## src/sv/bq_pkg.sv

```systemverilog
`default_nettype none
// ----------------------------------------------------------------------------
// Biquad filter package
// Shared types, register indexes, saturation helpers and the control store
// of the biquad sequencer.
// ----------------------------------------------------------------------------
package bq_pkg;

  localparam int COEF_W     = 32;
  localparam int ACC_W      = 64;
  localparam int HIST_Y_W   = 32;
  localparam int TDF2_W     = 48;
  localparam int PC_W       = 5;
  localparam int MIX_SHIFT  = 15;

  localparam logic [15:0] WEIGHT_ONE = 16'd32768;
  localparam logic signed [ACC_W-1:0] HALF_MIX = 64'sd16384;

  localparam logic [2:0] REG_B0     = 3'd0;
  localparam logic [2:0] REG_B1     = 3'd1;
  localparam logic [2:0] REG_B2     = 3'd2;
  localparam logic [2:0] REG_A1     = 3'd3;
  localparam logic [2:0] REG_A2     = 3'd4;
  localparam logic [2:0] REG_WEIGHT = 3'd5;
  localparam logic [2:0] REG_MODE   = 3'd6;

  localparam logic [1:0] MODE_DF1   = 2'd0;
  localparam logic [1:0] MODE_BLEND = 2'd1;
  localparam logic [1:0] MODE_TDF2  = 2'd2;

  localparam logic [PC_W-1:0] DF1_ENTRY  = 5'd0;
  localparam logic [PC_W-1:0] TDF2_ENTRY = 5'd13;

  typedef enum logic [2:0] {
    MA_B0, MA_B1, MA_B2, MA_A1, MA_A2, MA_W, MA_WC
  } mul_a_t;

  typedef enum logic [2:0] {
    MB_X, MB_X1, MB_X2, MB_Y1, MB_Y2, MB_Y32
  } mul_b_t;

  typedef enum logic [2:0] {
    AO_HOLD, AO_LOAD_P, AO_ADD_P, AO_SUB_P, AO_ADD_S1, AO_ADD_S2, AO_ADD_HF, AO_ADD_HM
  } acc_op_t;

  typedef enum logic [2:0] {
    WR_NONE, WR_Y, WR_Y_HIST, WR_MIX, WR_S1, WR_S2
  } wr_t;

  typedef enum logic [1:0] {
    NX_STEP, NX_END_UNLESS_BLEND, NX_END
  } nxt_t;

  typedef struct packed {
    mul_a_t  ma;
    mul_b_t  mb;
    acc_op_t op;
    wr_t     wr;
    nxt_t    nx;
  } ucode_t;

  typedef struct packed {
    logic   fire;
    ucode_t uc;
  } bq_ctrl_t;

  typedef struct packed {
    logic signed [COEF_W-1:0] b0;
    logic signed [COEF_W-1:0] b1;
    logic signed [COEF_W-1:0] b2;
    logic signed [COEF_W-1:0] a1;
    logic signed [COEF_W-1:0] a2;
    logic        [15:0]       weight;
    logic        [1:0]        mode;
  } bq_cfg_t;

  function automatic logic signed [ACC_W-1:0] sat_add64(input logic signed [ACC_W-1:0] a,
                                                        input logic signed [ACC_W-1:0] b);
    logic signed [ACC_W:0] s;
    s = 65'(a) + 65'(b);
    if (s[ACC_W] != s[ACC_W-1]) begin
      return s[ACC_W] ? {1'b1, {(ACC_W-1){1'b0}}} : {1'b0, {(ACC_W-1){1'b1}}};
    end
    return s[ACC_W-1:0];
  endfunction

  function automatic logic signed [HIST_Y_W-1:0] clamp32(input logic signed [ACC_W-1:0] v);
    if (v > 64'sd2147483647) begin
      return 32'h7FFF_FFFF;
    end
    if (v < -64'sd2147483648) begin
      return 32'h8000_0000;
    end
    return v[HIST_Y_W-1:0];
  endfunction

  function automatic logic signed [TDF2_W-1:0] clamp48(input logic signed [ACC_W-1:0] v);
    if (v > 64'sd140737488355327) begin
      return 48'h7FFF_FFFF_FFFF;
    end
    if (v < -64'sd140737488355328) begin
      return 48'h8000_0000_0000;
    end
    return v[TDF2_W-1:0];
  endfunction

  // Direct form 1 runs from DF1_ENTRY, the crossfade continues after its
  // history update, and transposed form 2 runs from TDF2_ENTRY.
  function automatic ucode_t ucode_rom(input logic [PC_W-1:0] addr);
    ucode_t w;
    unique case (addr)
      5'd0:  w = '{MA_B0, MB_X,   AO_HOLD,   WR_NONE,   NX_STEP};
      5'd1:  w = '{MA_B1, MB_X1,  AO_LOAD_P, WR_NONE,   NX_STEP};
      5'd2:  w = '{MA_B2, MB_X2,  AO_ADD_P,  WR_NONE,   NX_STEP};
      5'd3:  w = '{MA_A1, MB_Y1,  AO_ADD_P,  WR_NONE,   NX_STEP};
      5'd4:  w = '{MA_A2, MB_Y2,  AO_SUB_P,  WR_NONE,   NX_STEP};
      5'd5:  w = '{MA_B0, MB_X,   AO_SUB_P,  WR_NONE,   NX_STEP};
      5'd6:  w = '{MA_B0, MB_X,   AO_ADD_HF, WR_NONE,   NX_STEP};
      5'd7:  w = '{MA_B0, MB_X,   AO_HOLD,   WR_Y_HIST, NX_END_UNLESS_BLEND};
      5'd8:  w = '{MA_W,  MB_Y32, AO_HOLD,   WR_NONE,   NX_STEP};
      5'd9:  w = '{MA_WC, MB_X,   AO_LOAD_P, WR_NONE,   NX_STEP};
      5'd10: w = '{MA_B0, MB_X,   AO_ADD_P,  WR_NONE,   NX_STEP};
      5'd11: w = '{MA_B0, MB_X,   AO_ADD_HM, WR_NONE,   NX_STEP};
      5'd12: w = '{MA_B0, MB_X,   AO_HOLD,   WR_MIX,    NX_END};
      5'd13: w = '{MA_B0, MB_X,   AO_HOLD,   WR_NONE,   NX_STEP};
      5'd14: w = '{MA_B0, MB_X,   AO_LOAD_P, WR_NONE,   NX_STEP};
      5'd15: w = '{MA_B0, MB_X,   AO_ADD_S1, WR_NONE,   NX_STEP};
      5'd16: w = '{MA_B0, MB_X,   AO_ADD_HF, WR_NONE,   NX_STEP};
      5'd17: w = '{MA_B1, MB_X,   AO_HOLD,   WR_Y,      NX_STEP};
      5'd18: w = '{MA_A1, MB_Y32, AO_LOAD_P, WR_NONE,   NX_STEP};
      5'd19: w = '{MA_B0, MB_X,   AO_SUB_P,  WR_NONE,   NX_STEP};
      5'd20: w = '{MA_B0, MB_X,   AO_ADD_S2, WR_NONE,   NX_STEP};
      5'd21: w = '{MA_B2, MB_X,   AO_HOLD,   WR_S1,     NX_STEP};
      5'd22: w = '{MA_A2, MB_Y32, AO_LOAD_P, WR_NONE,   NX_STEP};
      5'd23: w = '{MA_B0, MB_X,   AO_SUB_P,  WR_NONE,   NX_STEP};
      5'd24: w = '{MA_B0, MB_X,   AO_HOLD,   WR_S2,     NX_END};
      default: w = '{MA_B0, MB_X, AO_HOLD,   WR_NONE,   NX_END};
    endcase
    return w;
  endfunction

endpackage
`default_nettype wire

```

## src/sv/biquad_iir_filter_core.sv

```systemverilog
`default_nettype none
// ----------------------------------------------------------------------------
// Biquad IIR filter core
// Second-order filter in direct form 1, crossfaded direct form 1 or
// transposed direct form 2, on one shared multiply-accumulate unit.
// ----------------------------------------------------------------------------
// Each item runs through the 8, 13 or 12 steps of the program in direct form 1,
// the crossfade mode or transposed form 2 on the single multiplier and
// accumulator, then waits in a hand-over state; a stalled output holds the
// block in hand-over. A new item is taken only in the idle or hand-over state.
// Reset clears the history and loads unity gain, full weight and direct form 1.

module biquad_iir_filter_core import bq_pkg::*; #(
  parameter int SAMPLE_WIDTH   = 16,
  parameter int COEF_FRAC_BITS = 28
) (
  input  wire logic                                 clk,
  input  wire logic                                 rst,
  input  wire logic                                 s_tvalid,
  output logic                                      s_tready,
  // sample_in
  input  wire logic [((SAMPLE_WIDTH+7)/8)*8-1:0]    s_tdata,
  // clear_history
  input  wire logic [0:0]                           s_tuser,
  output logic                                      m_tvalid,
  input  wire logic                                 m_tready,
  // sample_out
  output logic [((SAMPLE_WIDTH+7)/8)*8-1:0]         m_tdata,
  // clipped
  output logic [0:0]                                m_tuser,
  input  wire logic                                 cfg_wr_en,
  input  wire logic [2:0]                           cfg_index,
  input  wire logic [31:0]                          cfg_wdata
);

  localparam int DATA_W = ((SAMPLE_WIDTH + 7) / 8) * 8;
  localparam int Y_W    = ACC_W - COEF_FRAC_BITS;
  localparam logic [SAMPLE_WIDTH-1:0] SMAX = {1'b0, {(SAMPLE_WIDTH-1){1'b1}}};
  localparam logic [SAMPLE_WIDTH-1:0] SMIN = {1'b1, {(SAMPLE_WIDTH-1){1'b0}}};

  bq_cfg_t                  cfg;
  bq_ctrl_t                 ctrl;
  logic                     accept, emit, out_free;
  logic signed [Y_W-1:0]    y;
  logic [SAMPLE_WIDTH-1:0]  y_clamped;
  logic                     y_clip;
  logic [SAMPLE_WIDTH-1:0]  out_sample;
  logic                     out_clip;

  assign out_free = !m_tvalid || m_tready;
  assign accept   = s_tvalid && s_tready;
  assign m_tdata  = DATA_W'(out_sample);
  assign m_tuser  = out_clip;

  always_ff @(posedge clk) begin
    if (rst) begin
      cfg.b0     <= COEF_W'(64'd1 << COEF_FRAC_BITS);
      cfg.b1     <= '0;
      cfg.b2     <= '0;
      cfg.a1     <= '0;
      cfg.a2     <= '0;
      cfg.weight <= WEIGHT_ONE;
      cfg.mode   <= MODE_DF1;
    end else if (cfg_wr_en) begin
      unique case (cfg_index)
        REG_B0:     cfg.b0     <= cfg_wdata;
        REG_B1:     cfg.b1     <= cfg_wdata;
        REG_B2:     cfg.b2     <= cfg_wdata;
        REG_A1:     cfg.a1     <= cfg_wdata;
        REG_A2:     cfg.a2     <= cfg_wdata;
        REG_WEIGHT: cfg.weight <= cfg_wdata[15:0];
        REG_MODE:   cfg.mode   <= cfg_wdata[1:0];
        default: ;
      endcase
    end
  end

  bq_sequencer u_seq (
    .clk      (clk),
    .rst      (rst),
    .start    (accept),
    .tdf2     (cfg.mode == MODE_TDF2),
    .blend    (cfg.mode == MODE_BLEND),
    .out_free (out_free),
    .ctrl     (ctrl),
    .ready    (s_tready),
    .emit     (emit)
  );

  bq_datapath #(
    .SAMPLE_WIDTH   (SAMPLE_WIDTH),
    .COEF_FRAC_BITS (COEF_FRAC_BITS)
  ) u_dp (
    .clk    (clk),
    .rst    (rst),
    .load   (accept),
    .clear  (s_tuser[0]),
    .sample (s_tdata[SAMPLE_WIDTH-1:0]),
    .cfg    (cfg),
    .ctrl   (ctrl),
    .y      (y)
  );

  always_comb begin
    if ((&y[Y_W-1:SAMPLE_WIDTH-1]) || !(|y[Y_W-1:SAMPLE_WIDTH-1])) begin
      y_clamped = y[SAMPLE_WIDTH-1:0];
      y_clip    = 1'b0;
    end else begin
      y_clamped = y[Y_W-1] ? SMIN : SMAX;
      y_clip    = 1'b1;
    end
  end

  always_ff @(posedge clk) begin
    if (rst) begin
      m_tvalid <= 1'b0;
    end else if (emit) begin
      m_tvalid <= 1'b1;
    end else if (m_tready) begin
      m_tvalid <= 1'b0;
    end
  end

  always_ff @(posedge clk) begin
    if (emit) begin
      out_sample <= y_clamped;
      out_clip   <= y_clip;
    end
  end

  a_busy_after_accept: assert property (@(posedge clk) disable iff (rst)
    s_tvalid && s_tready |=> !s_tready)
    else $error("input taken again while an item is being filtered");

  a_clip_at_limit: assert property (@(posedge clk) disable iff (rst)
    m_tvalid && m_tuser[0] |->
      (m_tdata[SAMPLE_WIDTH-1:0] == SMAX) || (m_tdata[SAMPLE_WIDTH-1:0] == SMIN))
    else $error("clipped item does not sit at a range limit");

  a_result_from_handover: assert property (@(posedge clk) disable iff (rst)
    $rose(m_tvalid) |-> $past(s_tready))
    else $error("result loaded outside the hand-over state");

endmodule
`default_nettype wire

```

## src/sv/bq_sequencer.sv

```systemverilog
`default_nettype none
// ----------------------------------------------------------------------------
// Biquad sequencer
// Step counter over the control store, with mode dispatch, an early end for
// plain direct form 1 and a hand-over state towards the output register.
// ----------------------------------------------------------------------------
module bq_sequencer import bq_pkg::*; (
  input  wire logic clk,
  input  wire logic rst,
  input  wire logic start,
  input  wire logic tdf2,
  input  wire logic blend,
  input  wire logic out_free,
  output bq_ctrl_t  ctrl,
  output logic      ready,
  output logic      emit
);

  typedef enum logic [1:0] {ST_IDLE, ST_RUN, ST_HAND} state_t;

  state_t          state;
  logic [PC_W-1:0] pc;
  logic [PC_W-1:0] entry;
  ucode_t          uc;

  always_comb begin
    uc        = ucode_rom(pc);
    entry     = tdf2 ? TDF2_ENTRY : DF1_ENTRY;
    ready     = (state == ST_IDLE) || ((state == ST_HAND) && out_free);
    emit      = (state == ST_HAND) && out_free;
    ctrl.fire = (state == ST_RUN);
    ctrl.uc   = uc;
  end

  always_ff @(posedge clk) begin
    if (rst) begin
      state <= ST_IDLE;
      pc    <= DF1_ENTRY;
    end else begin
      unique case (state)
        ST_IDLE: begin
          if (start) begin
            state <= ST_RUN;
            pc    <= entry;
          end
        end
        ST_RUN: begin
          unique case (uc.nx)
            NX_STEP: begin
              pc <= pc + PC_W'(1);
            end
            NX_END_UNLESS_BLEND: begin
              if (blend) begin
                pc <= pc + PC_W'(1);
              end else begin
                state <= ST_HAND;
              end
            end
            default: begin
              state <= ST_HAND;
            end
          endcase
        end
        ST_HAND: begin
          if (out_free) begin
            if (start) begin
              state <= ST_RUN;
              pc    <= entry;
            end else begin
              state <= ST_IDLE;
            end
          end
        end
        default: begin
          state <= ST_IDLE;
        end
      endcase
    end
  end

endmodule
`default_nettype wire

```

## src/sv/bq_datapath.sv

```systemverilog
`default_nettype none
// ----------------------------------------------------------------------------
// Biquad datapath
// One shared 32 by 32 multiplier with a product register, a saturating 64-bit
// accumulator and the filter history, all steered by the control word.
// ----------------------------------------------------------------------------
module bq_datapath import bq_pkg::*; #(
  parameter int SAMPLE_WIDTH   = 16,
  parameter int COEF_FRAC_BITS = 28
) (
  input  wire logic                           clk,
  input  wire logic                           rst,
  input  wire logic                           load,
  input  wire logic                           clear,
  input  wire logic signed [SAMPLE_WIDTH-1:0] sample,
  input  wire bq_cfg_t                        cfg,
  input  wire bq_ctrl_t                       ctrl,
  output logic signed [ACC_W-COEF_FRAC_BITS-1:0] y
);

  localparam int Y_W = ACC_W - COEF_FRAC_BITS;
  localparam logic signed [ACC_W-1:0] HALF_F = ACC_W'(64'd1 << (COEF_FRAC_BITS - 1));

  logic signed [SAMPLE_WIDTH-1:0] x, x1, x2;
  logic signed [HIST_Y_W-1:0]     y1, y2, y32;
  logic signed [TDF2_W-1:0]       s1, s2;
  logic signed [ACC_W-1:0]        prod, acc;

  logic        [15:0]             w_eff, w_cmp;
  logic signed [COEF_W-1:0]       op_a, op_b;
  logic signed [ACC_W-1:0]        base, addend, acc_next, shr_f, shr_mix;
  logic signed [HIST_Y_W-1:0]     y_sat;

  always_comb begin
    w_eff = (cfg.weight > WEIGHT_ONE) ? WEIGHT_ONE : cfg.weight;
    w_cmp = WEIGHT_ONE - w_eff;

    unique case (ctrl.uc.ma)
      MA_B1:   op_a = cfg.b1;
      MA_B2:   op_a = cfg.b2;
      MA_A1:   op_a = cfg.a1;
      MA_A2:   op_a = cfg.a2;
      MA_W:    op_a = {16'd0, w_eff};
      MA_WC:   op_a = {16'd0, w_cmp};
      default: op_a = cfg.b0;
    endcase

    unique case (ctrl.uc.mb)
      MB_X1:   op_b = COEF_W'(x1);
      MB_X2:   op_b = COEF_W'(x2);
      MB_Y1:   op_b = y1;
      MB_Y2:   op_b = y2;
      MB_Y32:  op_b = y32;
      default: op_b = COEF_W'(x);
    endcase

    base = acc;
    unique case (ctrl.uc.op)
      AO_LOAD_P: begin
        base   = '0;
        addend = prod;
      end
      AO_ADD_P:  addend = prod;
      AO_SUB_P:  addend = -prod;
      AO_ADD_S1: addend = ACC_W'(s1);
      AO_ADD_S2: addend = ACC_W'(s2);
      AO_ADD_HF: addend = HALF_F;
      AO_ADD_HM: addend = HALF_MIX;
      default:   addend = '0;
    endcase
    acc_next = sat_add64(base, addend);

    shr_f   = acc >>> COEF_FRAC_BITS;
    shr_mix = acc >>> MIX_SHIFT;
    y_sat   = clamp32(shr_f);
  end

  always_ff @(posedge clk) begin
    if (rst) begin
      x1 <= '0;
      x2 <= '0;
      y1 <= '0;
      y2 <= '0;
      s1 <= '0;
      s2 <= '0;
    end else if (load && clear) begin
      x1 <= '0;
      x2 <= '0;
      y1 <= '0;
      y2 <= '0;
      s1 <= '0;
      s2 <= '0;
    end else if (ctrl.fire) begin
      unique case (ctrl.uc.wr)
        WR_Y_HIST: begin
          x2 <= x1;
          x1 <= x;
          y2 <= y1;
          y1 <= y_sat;
        end
        WR_S1:   s1 <= clamp48(acc);
        WR_S2:   s2 <= clamp48(acc);
        default: ;
      endcase
    end
  end

  always_ff @(posedge clk) begin
    if (load) begin
      x <= sample;
    end
    if (ctrl.fire) begin
      prod <= op_a * op_b;
      if (ctrl.uc.op != AO_HOLD) begin
        acc <= acc_next;
      end
      unique case (ctrl.uc.wr)
        WR_Y, WR_Y_HIST: begin
          y   <= shr_f[Y_W-1:0];
          y32 <= y_sat;
        end
        WR_MIX:  y <= shr_mix[Y_W-1:0];
        default: ;
      endcase
    end
  end

endmodule
`default_nettype wire
```

## config.mk

```make
export PLATFORM = sky130hd
export DESIGN_NAME = biquad_iir_filter_core
export DESIGN_NICKNAME = d
export VERILOG_FILES = /design/src/sv/bq_pkg.sv /design/src/sv/biquad_iir_filter_core.sv /design/src/sv/bq_sequencer.sv /design/src/sv/bq_datapath.sv
export SDC_FILE = /design/constraint.sdc
export NUM_CORES = 2
export LEC_CHECK = 0
export BUFFER_PORTS_ARGS = -buffer_cell sky130_fd_sc_hd__buf_4
export CORE_ASPECT_RATIO = 1.5
export CORE_MARGIN = 10
export CORE_UTILIZATION = 55
export CTS_CLUSTER_SIZE = 8
export DETAILED_ROUTE_END_ITERATION = 8
export PLACE_DENSITY = 0.71
export SYNTH_ARGS = -nofsm -noshare
export SYNTH_HDL_FRONTEND = slang
export SYNTH_HIERARCHICAL = 1
export SYNTH_SLANG_ARGS = --single-unit
```

## constraint.sdc

```tcl
create_clock -name clk -period 23.6 [get_ports clk]
set_input_delay 2.36 -clock clk [delete_from_list [all_inputs] [get_ports clk]]
set_output_delay 2.36 -clock clk [all_outputs]
set_load 0.005 [all_outputs]
```

# Word-level counts from Yosys, hierarchy flattened

Memories as Yosys holds them, arrays and structs flattened. A register that Yosys moved wholly into a read port is not among the register bits.
Cells that the tools add are included.

Output and inout bits: 19
Memories kept: 1
RAM bits: 0
Register bits: 607
Logic and storage cells: 172
Latch bits: 0
Bits in read-only memories: 448
Input bits: 57

Muxes and demuxes: 62
Shift-type cells: 0
Eq/ne operators: 41
Order comparisons: 5
Bitwise logic cells: 0
Multiply operators: 1
Divide/modulo/power cells: 0
$add $sub $neg: 4
Reductions and logical operators: 35

Memory list:

| memory          | words | bits a word | rd ports | clocked after memory_dff | wr ports | line          | text |
|---|---|---|---|---|---|---|---|
| (no name shown) | 32    | 14          | 1        | 1                        | 0        | bq_pkg.sv:111 | `unique case (addr)` |

Operators by type and width:

| cell                                                             | count |
|---|---|
| case mux 64 bit (6 select lines)                                 | 1 |
| two-way mux 48 bit                                               | 6 |
| two-way mux 64 bit                                               | 4 |
| case mux 32 bit (6 select lines)                                 | 1 |
| case mux 32 bit (5 select lines)                                 | 1 |
| two-way mux 32 bit                                               | 4 |
| case mux 36 bit (2 select lines)                                 | 1 |
| adder 64 x 64 -> 65 bit                                          | 1 |
| greater-than comparator 64 x 48 -> 1 bit (second input constant) | 1 |
| < comparator 64 x 48 -> 1 bit (second input constant)            | 1 |
| multiplier 32 x 32 -> 64 bit                                     | 1 |
| negator 64 bit                                                   | 1 |
| two-way mux 16 bit                                               | 3 |
| equality test 3 bit (second input constant)                      | 14 |
| greater-than comparator 36 x 32 -> 1 bit (second input constant) | 1 |
| < comparator 36 x 32 -> 1 bit (second input constant)            | 1 |
| equality test 3 x 2 -> 1 bit (second input constant)             | 10 |
| two-way mux 1 bit                                                | 28 |
| AND reduction 2 bit                                              | 13 |
| two-way mux 5 bit                                                | 5 |
| AND reduction 21 bit                                             | 1 |
| OR reduction 21 bit                                              | 1 |
| greater-than comparator 16 bit (second input constant)           | 1 |
| subtractor 16 bit (first input constant)                         | 1 |
| other kinds (25)                                                 | 46 |

# Longest topological paths before layout

Depth after elaboration: 15
Depth in mapped cells: 43
Depth with buffers taken out: 40

# By module

The synthesis kept the hierarchy.

By module, submodules not included:

| module                 | area an instance (µm²) | times used | cells each |
|---|---|---|---|
| bq_datapath            | 60171.5                | 1          | 6757 |
| biquad_iir_filter_core | 7035.5                 | 1          | 860 |
| bq_sequencer           | 1167.4                 | 1          | 131 |

# Worst setup path before layout

No wires, ideal clock.

Path kind: reg-to-reg
Start point: register, netlist name cfg[8]
End point: register u_dp.prod[57], data pin
Stages on the path, launching flop included: 38
Path slack: 13.551 ns
Setup time: 0.265 ns
Clock period less this slack: 10.049 ns
Data required time: 23.335 ns
Arrival time: 9.784 ns
Cell sequence: dfxtp_1 > or4_1 > nor4_4 > nand4b_1 > nand2_1 > nand2_1 > ha_1 > o21a_1 > nand3_1 > o21a_1 > o221ai_1 > o21ai_0 > nor3_1 > o32ai_1 > clkbuf_1 > nor2_1 > fa_1 > fa_1 > [... 2 more ...] > inv_1 > fa_1 > fa_1 > fa_1 > fa_1 > fa_1 > ha_1 > clkbuf_1 > and4_1 > and3_1 > and3_1 > nand3_1 > a21o_1 > a2111oi_0 > o31ai_1 > o21ba_2 > o21ai_0 > xor2_1

Word-level cells in the longest chain between the ends: 5

Ends and longest elaborated chain:

| element                              | line               | text |
|---|---|---|
| greater-than comparator 16 bit       | bq_datapath.sv:35  | `w_eff = (cfg.weight > WEIGHT_ONE) ? WEIGHT_ONE : cfg.weight;` |
| two-way mux 16 bit (*)               | bq_datapath.sv:35  |  |
| subtractor 16 bit                    | bq_datapath.sv:36  | `w_cmp = WEIGHT_ONE - w_eff;` |
| case mux 32 bit (6 select lines) (*) | bq_datapath.sv:38  | `unique case (ctrl.uc.ma)` |
| multiplier 32 x 32 -> 64 bit (*)     | bq_datapath.sv:113 | `prod <= op_a * op_b;` |
| end signal, assigned                 | bq_datapath.sv:113 |  |
| end, declared                        | bq_datapath.sv:27  | `logic signed [ACC_W-1:0] prod, acc;` |

Mark *: on every way between the ends. The rest lies on a longest branch, timed or not.
A chain may end at the register's enable or synchronous reset.

# Final worst setup path

Start point: register, netlist name u_seq/uc[9]
End point: register u_dp.prod[62], data pin

Word-level cells in the longest chain between the ends: 3
Elaborated cells between the ends (all ways): 7
Classes of those cells: mul: 1; eq/ne: 5; mux: 1

Ends and longest elaborated chain:

| element                                     | line               | text |
|---|---|---|
| equality test 3 bit (tied with other cells) | bq_datapath.sv:48  | `unique case (ctrl.uc.mb)` |
| case mux 32 bit (5 select lines) (*)        | bq_datapath.sv:48  |  |
| multiplier 32 x 32 -> 64 bit (*)            | bq_datapath.sv:113 |  |

Marked as above.

==> impl_metrics.toml <==
[status]
status = "complete, no violations"

[clocking]
cts_tree = "yes"
cts_root_buffer = "clkbuf_16"
post_cts_buffers = 0
cts_buffers = 88
clk_latency_ps = 700
ctsHoldBuffers = 0
cts-htree-levels = 3
cts.reportedPaths.clkPinSlew_ps = 50
cts_num_sinks = 621
cts_buffer_depth = 3
cts-resized-gates = 0

[detailed_routing]
first_pass_iters = 7
wl_per_cell_um = 26.6
first_iter_violations = 4917
ant_nets = 0
routed_wl_um = 246000
wl_met3_um = 20500
met2_length_um = 119000
maxUsedRoutingLayer = "met5"
viasPerCell = 6.18
vias = 57100
wl_met1_um = 81200
drc = 0

[floorplanning]
die_area_sq_um = 139000
die_h_um = 452
start_util_pct = 55.3
coreArea_sq_um = 124000
fp.dieW_um = 308
rows = 158
ios = 76

[global_routing]
grt_pass1_vias = 59400
grt_pass1_wl_um = 368000
gr-total-overflow = 0
gr-usage-all-layers_pct = 35.4
grt_max_degree = 105
antenna_found_initial = 8

[sta]
slew_headroom_pct = 11.1
rsz0062_at_grt = "false"
timing.hold.ws_ps = 449
max_freq_mhz = 85.5
skew_ps = 24.2
hold_viol_final = 0
slew_viol_final = 0
setup_ws_ps = 11900
min_period_over_period_pct = 49.6
setup_viol = 0
tightest_slew_ps = 1330
setup_tns_ps = 0
min_period_ps = 11700

[synthesis]
synth-async-reset-ratio_pct = 0
synth_area_sq_um = 68400
postSynthCellCount = 7748
synth.distinct_cells = 112
seq_area_frac_synth_pct = 21.5
avgSynthCellArea_sq_um = 8.82
syn_nets = 9144
yosysWarningCount = 6
synth-seq-cells = 621
synth_edf_count = 229
synth-main-ff-cell = "dfxtp_1"

[worst_setup_path]
cp-end-kind = "flip-flop"
slowest_delay_ps = 990
start_kind = "flip-flop"
cpMostUsedCell = "fa_1"
crit_type = "flip-flop to flip-flop"
critPathTopFamily = "adder cells"
crit_required_ps = 24020
cp_max_fo = 25
crit_buf_inv = 7
cp_slowest_cell = "o21a_1"
crit_arrival_ps = 12120

[layout]
fillers = 10900
area_growth_pct = 6.90
nets = 8986
drive_gt1_share_pct = 6.58

[place]
gp_congestion = 1.03
port-buffer-count = 75
dp_hpwl_um = 184000
dpl_worst_slack_ps = 12090

[hold_path]
hold_path_class = "flip-flop to flip-flop"

[job]
maxCapViolations = 0
[flip-flops by register name, indices dropped and copies added, names as in the netlist, 32 cells and up]
signal,flops
u_dp/y,36
u_dp/s1,48
u_dp/y32,32
u_dp/y1,32
cfg,178
u_dp/acc,64
u_dp/s2,48
u_dp/prod,64
u_dp/y2,32
[logic make-up after synthesis]
logic type | synth area share, %
and+or+nand+nor | 15.3
adders and majority gates | 36.4
muxes | 1.97
DFF | 21.5
xor gates and xnor gates | 1.95
AOI/OAI and AO/OA | 13.9
buffers and inverters | 8.90
[Yosys cell counts (18+ instances only)]
library cell	number	share of area, %
o21a_1	101	1.1
buf_2	28	0.20
nand3_1	54	0.40
edfxtp_1	229	10
nand4_1	42	0.38
o22a_1	18	0.23
o31ai_1	19	0.21
nor2b_1	97	0.89
nor4_1	27	0.25
nand2b_1	31	0.28
inv_1	1102	6.0
a21oi_1	497	3.6
xor2_1	62	0.79
fa_1	1083	32
o21bai_1	34	0.37
clkbuf_1	401	2.2
and2_1	36	0.33
a22oi_1	47	0.52
a31oi_1	37	0.34
mux2_2	61	1.0
ha_1	256	4.7
dfxtp_1	392	11
mux2i_1	66	0.97
nand2_1	1310	7.2
nor2_1	648	3.6
a211oi_1	132	1.4
a21o_1	113	1.2
or3_1	20	0.18
nor3_1	91	0.67
buf_1	18	0.099
o21ai_1	29	0.21
o22ai_1	48	0.44
o211ai_1	18	0.20
o21ai_0	219	1.6
xnor2_1	90	1.2
and3_1	30	0.27
[layout by cell type (no fill, tap or decap), types with 19 or more instances in the layout]
master / n
xnor2_1: 90
o21bai_1: 34
buf_4: 215
xor2_1: 62
edfxtp_1: 229
o21a_1: 98
nand2b_1: 31
fa_1: 1083
o22ai_1: 47
o21ai_1: 28
nor4_1: 27
nand2_1: 1310
a21oi_1: 494
clkbuf_1: 49
ha_1: 256
mux2_2: 61
o21ai_0: 209
and2_1: 35
a22oi_1: 47
nand4_1: 42
a211oi_1: 132
clkbuf_16: 88
a21o_1: 112
mux2i_1: 66
dfxtp_1: 389
nand3_1: 52
or3_1: 20
nor2_1: 629
o31ai_1: 19
and3_1: 29
nor2b_1: 97
nor3_1: 86
a31oi_1: 36
inv_1: 1101
[per-stage QoR]
step	cell area, sq um	std cells	utilization [%]
global route	73100	9247	59.2
finish	73100	9250	59.2
floorplan	68400	7748	-
global placement	70500	9098	57.0
detailed placement	70500	9100	57.1
CTS	73100	9246	59.2
[layer usage]
metal | vias to the layer above | GRT usage, %
met1 | 28300 | 38.2
li1 | 24600 | -
met3 | 1126 | 6.97
met4 | 10 | 29.5
met5 | - | 0
met2 | 3064 | 59.6
[final timing paths]
kind	startpoint	end	slack [ps]	cells after the start
setup / recovery	u_seq/uc[9]$_SDFF_PP0_	u_dp/prod[62]$_DFFE_PP_	11900	30
hold / removal	cfg[89]$_SDFFE_PP0P_	cfg[89]$_SDFFE_PP0P_	450	2
setup reg to reg	u_seq/uc[9]$_SDFF_PP0_	u_dp/prod[62]$_DFFE_PP_	11900	30
hold reg to reg	cfg[89]$_SDFFE_PP0P_	cfg[89]$_SDFFE_PP0P_	450	2
[area by class of cell]
class	count	area, sq um	share of cell area [%]
Antenna cell	4	10.0	0.0137
Multi-Input combinational cell	5553	48000	65.6
Inverter	1109	4180	5.71
Clock inverter	8	195	0.267
Sequential cell	621	14700	20.1
Clock buffer	138	2400	3.28
Tap cell	1600	2000	2.74
Timing Repair Buffer	217	1630	2.23
[tightest hold or removal path, stage by stage (launching register included)]
cell	delay (ps)
dfxtp_1	300
nand2_1	50
a21oi_1	50
Power is left out: the tool's default activity adds up to more than one toggle a clock period on the data nets, which glitch-free logic cannot reach.
